==> src/sv/kuf_pkg.sv <==
// ----------------------------------------------------------------------------
// kuf_pkg
// Shared types and constants for the Kruskal union-find edge filter.
// ----------------------------------------------------------------------------
`default_nettype none

package kuf_pkg;

  localparam int NODE_W  = 10;
  localparam int COST_W  = 32;
  localparam int COUNT_W = 11;
  localparam int TOTAL_W = 48;

  localparam logic [TOTAL_W-1:0] TOTAL_MAX = '1;

  // command codes on the input channel
  localparam logic CMD_EDGE  = 1'b0;
  localparam logic CMD_CLEAR = 1'b1;

  // classification made by the front end
  typedef enum logic [1:0] {
    OP_EDGE,
    OP_BAD,
    OP_CLEAR
  } op_t;

  typedef struct packed {
    op_t               op;
    logic [NODE_W-1:0] node_a;
    logic [NODE_W-1:0] node_b;
    logic [COST_W-1:0] cost;
  } item_t;

endpackage

`default_nettype wire

==> src/sv/kuf_front.sv <==
// ----------------------------------------------------------------------------
// kuf_front
// Accepts input items, classifies them, and queues them for the back end.
// ----------------------------------------------------------------------------
`default_nettype none

module kuf_front #(
  parameter int COST_BITS = 32
) (
  input  wire logic                        clk,
  input  wire logic                        rst,
  input  wire logic                        in_valid,
  output      logic                        in_ready,
  input  wire logic                        cmd,
  input  wire logic [kuf_pkg::NODE_W-1:0]  node_a,
  input  wire logic [kuf_pkg::NODE_W-1:0]  node_b,
  input  wire logic [kuf_pkg::COST_W-1:0]  edge_cost,
  input  wire logic [kuf_pkg::COUNT_W-1:0] node_count,
  output      logic                        q_valid,
  output      kuf_pkg::item_t              q_item,
  input  wire logic                        q_pop
);
  import kuf_pkg::*;

  localparam int CB = (COST_BITS < COST_W) ? COST_BITS : COST_W;
  localparam logic [COST_W-1:0] COST_MASK = COST_W'((64'(1) << CB) - 64'(1));

  item_t       slot [2];
  logic        wr_ptr;
  logic        rd_ptr;
  logic [1:0]  fill;
  item_t       cls;
  logic        push;

  assign in_ready = (fill != 2'd2);
  assign push     = in_valid && in_ready;
  assign q_valid  = (fill != 2'd0);
  assign q_item   = slot[rd_ptr];

  always_comb begin
    cls.node_a = node_a;
    cls.node_b = node_b;
    cls.cost   = edge_cost & COST_MASK;
    if (cmd == CMD_CLEAR) begin
      cls.op = OP_CLEAR;
    end else if ({1'b0, node_a} >= node_count || {1'b0, node_b} >= node_count) begin
      cls.op = OP_BAD;
    end else begin
      cls.op = OP_EDGE;
    end
  end

  always_ff @(posedge clk) begin
    if (push) begin
      slot[wr_ptr] <= cls;
    end
  end

  always_ff @(posedge clk) begin
    if (rst) begin
      wr_ptr <= 1'b0;
      rd_ptr <= 1'b0;
      fill   <= 2'd0;
    end else begin
      if (push) begin
        wr_ptr <= ~wr_ptr;
      end
      if (q_pop) begin
        rd_ptr <= ~rd_ptr;
      end
      case ({push, q_pop})
        2'b10:   fill <= fill + 2'd1;
        2'b01:   fill <= fill - 2'd1;
        default: fill <= fill;
      endcase
    end
  end

endmodule

`default_nettype wire

==> config.mk <==
export PLATFORM = sky130hd
export DESIGN_NAME = kuf_front
export DESIGN_NICKNAME = d
export VERILOG_FILES = /design/src/sv/kuf_pkg.sv /design/src/sv/kuf_front.sv
export SDC_FILE = /design/constraint.sdc
export NUM_CORES = 1
export LEC_CHECK = 0
export ABC_AREA = 1
export BUFFER_PORTS_ARGS = -buffer_cell sky130_fd_sc_hd__buf_2
export CAP_MARGIN = 20
export CORE_UTILIZATION = 48
export DETAILED_ROUTE_END_ITERATION = 12
export HOLD_SLACK_MARGIN = 0.1
export PLACE_DENSITY = 0.76
export SYNTH_ARGS = -nofsm -noshare
export SYNTH_HDL_FRONTEND = slang
export SYNTH_SLANG_ARGS = --single-unit
==> constraint.sdc <==
create_clock -name clk -period 3.2 [get_ports clk]
set_input_delay 0.32 -clock clk [delete_from_list [all_inputs] [get_ports clk]]
set_output_delay 0.32 -clock clk [all_outputs]
set_load 0.01 [all_outputs]
# --- Yosys cells after proc, flatten, opt, wreduce, memory -nomap -nowiden ---
# Memory sizes are Yosys's and may differ from the RTL's. A register that Yosys moved wholly into a read port is not among the register bits.
# Index checks and enable logic that the tools add are counted.
op_classes:
  div: 0
  shift: 0
  n_mul: 0
  n_lt_le_gt_ge: 2
  n_bitwise: 2
  reduce_logical: 4
  n_addsub: 2
  n_mux: 7
  n_eq_ne: 3
op_table:
  columns: ["cell", "count"]
  rows:
  - ["$ge 10x11->1", 2]
  - ["$mux 1", 5]
  - ["$pmux 2 s2", 1]
  - ["$reduce_bool 2->1", 2]
  - ["$add 2x1->2 const B", 1]
  - ["$eq 2x1->1 const B", 1]
  - ["$eq 2x2->1 const B", 1]
  - ["$mux 2", 1]
  - ["$ne 2x2->1 const B", 1]
  - ["$not 1->1", 2]
  - ["$sub 2x1->2 const B", 1]
  - ["$logic_and 1x1->1", 1]
  - ["$logic_or 1x1->1", 1]
word_totals:
  ff_bits: 4
  latchBits: 0
  mem_count: 1
  romBits: 0
  in_bits: 68
  ramBits: 108
  elab_cells: 24
mem_list:
  columns: ["memory", "words", "word_bits", "read_ports", "rd_ports_with_merged_regs", "write_ports", "line_no", "source"]
  rows:
  - ["slot", 2, 54, 1, 1, 1, "kuf_front.sv:28", "item_t slot [2];"]

# --- Logic depth before layout (Yosys ltp) ---
depth:
  word_depth: 4
  mapped_depth: 12
  mapped_depth_nobuf: 12

# --- Least setup slack after synthesis ---
# No wires, ideal clock.
synth_timing:
  path_type: "reg2reg"
  start: "reg fill[0]"
  end: "mem slot[1][0] (netlist bit) (enable)"
  t_arrival_ps: 2928
  slack_ps: -195
  n_path_buf: 0
  required_time_ps: 2733
  setup_time_ps: 467
  synth_period_minus_slack_ps: 3395
  stages_incl_launch_ff: 5
  cell_sequence: "dfxtp_1 -> inv_2 -> nand2_1 -> nand2_2 -> nor2_1"
synth_between:
  elab_chain_cells: 4
synth_rtl:
  columns: ["item", "line_no", "source"]
  rows:
  - ["start: declaration", "kuf_front.sv:31", "logic [1:0] fill;"]
  - ["start signal: assignment", "kuf_front.sv:72", "2'b10: fill <= fill + 2'd1;"]
  - ["start signal: assignment", "kuf_front.sv:73", "2'b01: fill <= fill - 2'd1;"]
  - ["start signal: assignment", "kuf_front.sv:74", "default: fill <= fill;"]
  - ["$ne 2x2->1", "kuf_front.sv:35", "assign in_ready = (fill != 2'd2);"]
  - ["via in_ready", "kuf_front.sv:13", "output logic in_ready,"]
  - ["$logic_and 1x1->1", "kuf_front.sv:36", "assign push = in_valid && in_ready;"]
  - ["$mux 1", "kuf_front.sv:54", "if (push) begin"]
  - ["$mux 1 (not written as such)", "kuf_front.sv:55", "slot[wr_ptr] <= cls;"]
  - ["end: declaration", "kuf_front.sv:28", null]
# The timed path passes the listed nets, and every way through them passes these cells.

==> flow_summary.ini <==
[setup_path]
cp_cell_sequence = buf_4 > mux2_4 > buf_2
cp_num_cells = 3
reg2reg_depth = 5
cp-end-kind = output pin
r2r-start = fill[0]
crit_slowest_cell = dfxtp_4
rr_endpoint = slot[0][45]
cp.buffers_inverters = 2
arrival_ns = 2.09
critPathLaunchType = register
cp_max_fo = 30
crit_type = reg2out
r2r_setup_slack_ns = 1.43
crit_required_ns = 2.88
cpLargestDelayFamily = flip-flops
max_stage_delay_ns = 0.69
worstSetupEndpoint = q_item[36]

[yosys]
synth_common_cells = 108 x edfxtp_1, 50 x mux2_4, 41 x nand2_1
yosysTopAreaCell = edfxtp_1
ys_async_sr_fraction = 0
synth_most_common_cell = edfxtp_1
postSynthCellCount = 298
yosysSeqAreaShare = 0.682
synthesis.nets = 387
ys.warnings.count = 0
synth_edf_count = 108
synth_top_area_share = 0.661
ys_types = 20
ys.flop_type = edfxtp_1
syn_area_per_cell_sq_um = 16.5
synth_area_sq_mm = 0.00490
synthTopCellsByArea = edfxtp_1 66%, mux2_4 15%, ha_1 5.4%
ys_ff_latch = 113

[clock_tree]
hold_buffers = 55
cts_setup_buffers = 0
insertion_delay_ns = 0.52
cts_sinks = 113
h-tree-depth = 4
cts_root_buffer = clkbuf_8
cts_buffers = 17
clock_path_buffers = 2
cts_tree = yes
post_cts_resized = 0
clkSlewWorstSetupHoldPaths_ns = 0.05

[floorplanning]
die_x_um = 103
core_sq_mm = 0.00982
initial_core_util = 0.499
boundaryPins = 124
die_h_um = 103
fp.dieArea_sq_mm = 0.0106
rows = 36

[run]
maxCapViolations = 0

[cells_and_area]
fill_cells = 695
num-nets-final = 582
drive_above_1_share = 0.426
syn2layout_area_growth_pct = 39.5
insertedDiodeCount = 0

[sta]
fmax_mhz = 415
holdWs_ns = 0.129
grt_setup_unrepaired = false
setup_viol_count_final = 0
period_minus_slack_ns = 2.41
period_share = 0.752
max_slew_margin = 0.508
finalSetupTns_ns = 0
hold_violations = 0
tightest_slew_ns = 0.738
fin_skew_ns = 0.00557
drv_slew = 0

[detailed_routing]
first_iter_violations = 107
drc = 0
ant_nets = 0
wl_um = 9470
route.vias.total = 3012
wire_per_inst_um = 14.8
vias_per_cell = 4.72
dr.pass1.iters = 4

[hold_path]
min-delay-start = in_valid
holdCritPathClass = in2reg

[run_status]
status = complete, no violations

[power_and_ir_drop]
powerDensity_mw_per_mm2 = 635
peakVddDrop_uv = 334
p_leak_uw = 0.00294

[global_routing]
grt_max_degree = 55
antenna_found_initial = 0
grt_pass1_vias = 3032
grt.overflow.total = 0
grt_first_pass_wirelength_um = 14200
grt.total_usage = 0.188

[placement]
dp_hpwl_um = 6010
numPortBuffers = 123
gp_congestion = 0.818
-- how the worst min path moves through the flow --
stage               endpoint  slack (ns)  cells after the start
floorplan            fill[0]        0.39                      1
global placement     fill[0]        0.49                      2
detailed placement   fill[1]        0.51                      2
CTS                 register        0.12                      3
global route          wr_ptr        0.13                      3
finish                wr_ptr        0.13                      3
-- power by group --
| group | total (uW) | switching, uW | internal, uW | leakage, uW |
|---|---|---|---|---|
| sequential | 1810 | 50.5 | 1760 | 0.00105 |
| clock | 1940 | 616 | 1330 | 0.000299 |
| combinational | 591 | 280 | 311 | 0.00159 |
| total | 4340 | 946 | 3400 | 0.00294 |
-- metrics by stage --
step | setup slack, ns | util | cell area (sq um) | cells | power, uW
after floorplan | 0.711 | - | 4910 | 298 | 2170
after global placement | 1.32 | 0.578 | 5680 | 552 | 2360
after detailed placement | 1.31 | 0.578 | 5680 | 552 | 2380
after CTS | 0.746 | 0.697 | 6840 | 638 | 4380
after global routing | 0.694 | 0.697 | 6840 | 638 | 4510
final | 0.792 | 0.697 | 6840 | 638 | 4340
-- logic make-up after synthesis --
group | Yosys count | synth area share
flops | 113 | 0.682
fa+ha+maj | 21 | 0.0536
compound gates | 7 | 0.00714
mux | 54 | 0.162
xor+xnor | 1 | 0.00179
buf+inv | 34 | 0.0352
simple gates | 68 | 0.0582
-- area by class of cell --
class / instances / area, sq um / share of cell area
tap: 133 / 166 / 0.0243
multi-input combinational: 151 / 1400 / 0.205
clock inverter: 12 / 190 / 0.0278
timing repair buffer: 182 / 1210 / 0.177
inverter: 28 / 105 / 0.0154
clock buffer: 19 / 422 / 0.0616
sequential: 113 / 3350 / 0.489
-- cells in the final DEF (no fill, tap or decap) --
cell type      Yosys  layout
nor2_1            14      12
clkinv_4           0       1
dfxtp_4            0       1
buf_4              0       3
nor3_1             3       3
nor3b_1            2       2
bufinv_16          0       5
inv_2              1       1
clkbuf_8           0       1
nand2_2            1       1
nor2_4             0       2
a21oi_1            6       6
clkinvlp_4         0       1
buf_12             0       1
clkbuf_1           0       2
inv_1             27      27
xnor2_1            1       1
nand4_1            1       1
ha_1              21      21
nand2_1           41      41
buf_2              0     123
edfxtp_1         108     108
mux2_4            50      50
nand3_1            3       3
clkinv_2           0       4
clkinv_1           0       1
nand3b_1           2       2
dfxtp_1            5       4
o21ai_0            1       1
mux2_2             4       4
clkbuf_16          0      16
nor2_2             1       1
dlygate4sd3_1      0      55
-- metal layers --
layer,track usage,share of wire,routed length [um],vias to the layer above
met3,0.0705,0.057,538,16
met5,0,0,0,-
li1,-,-,-,1476
met1,0.212,0.42,3970,1418
met2,0.318,0.51,4780,102
met4,0.0867,0.018,170,0
-- sequential cells by signal, summed over array words and instances (netlist names), named ones only --
name	flops
wr_ptr	1
rd_ptr	1
fill	2
slot	108
-- worst min-delay path: stages --
cell,delay (ns)
buf_2,0.10
a21oi_1,0.06
nor3_1,0.11
No activity file was read; power rests on OpenSTA's default activity.
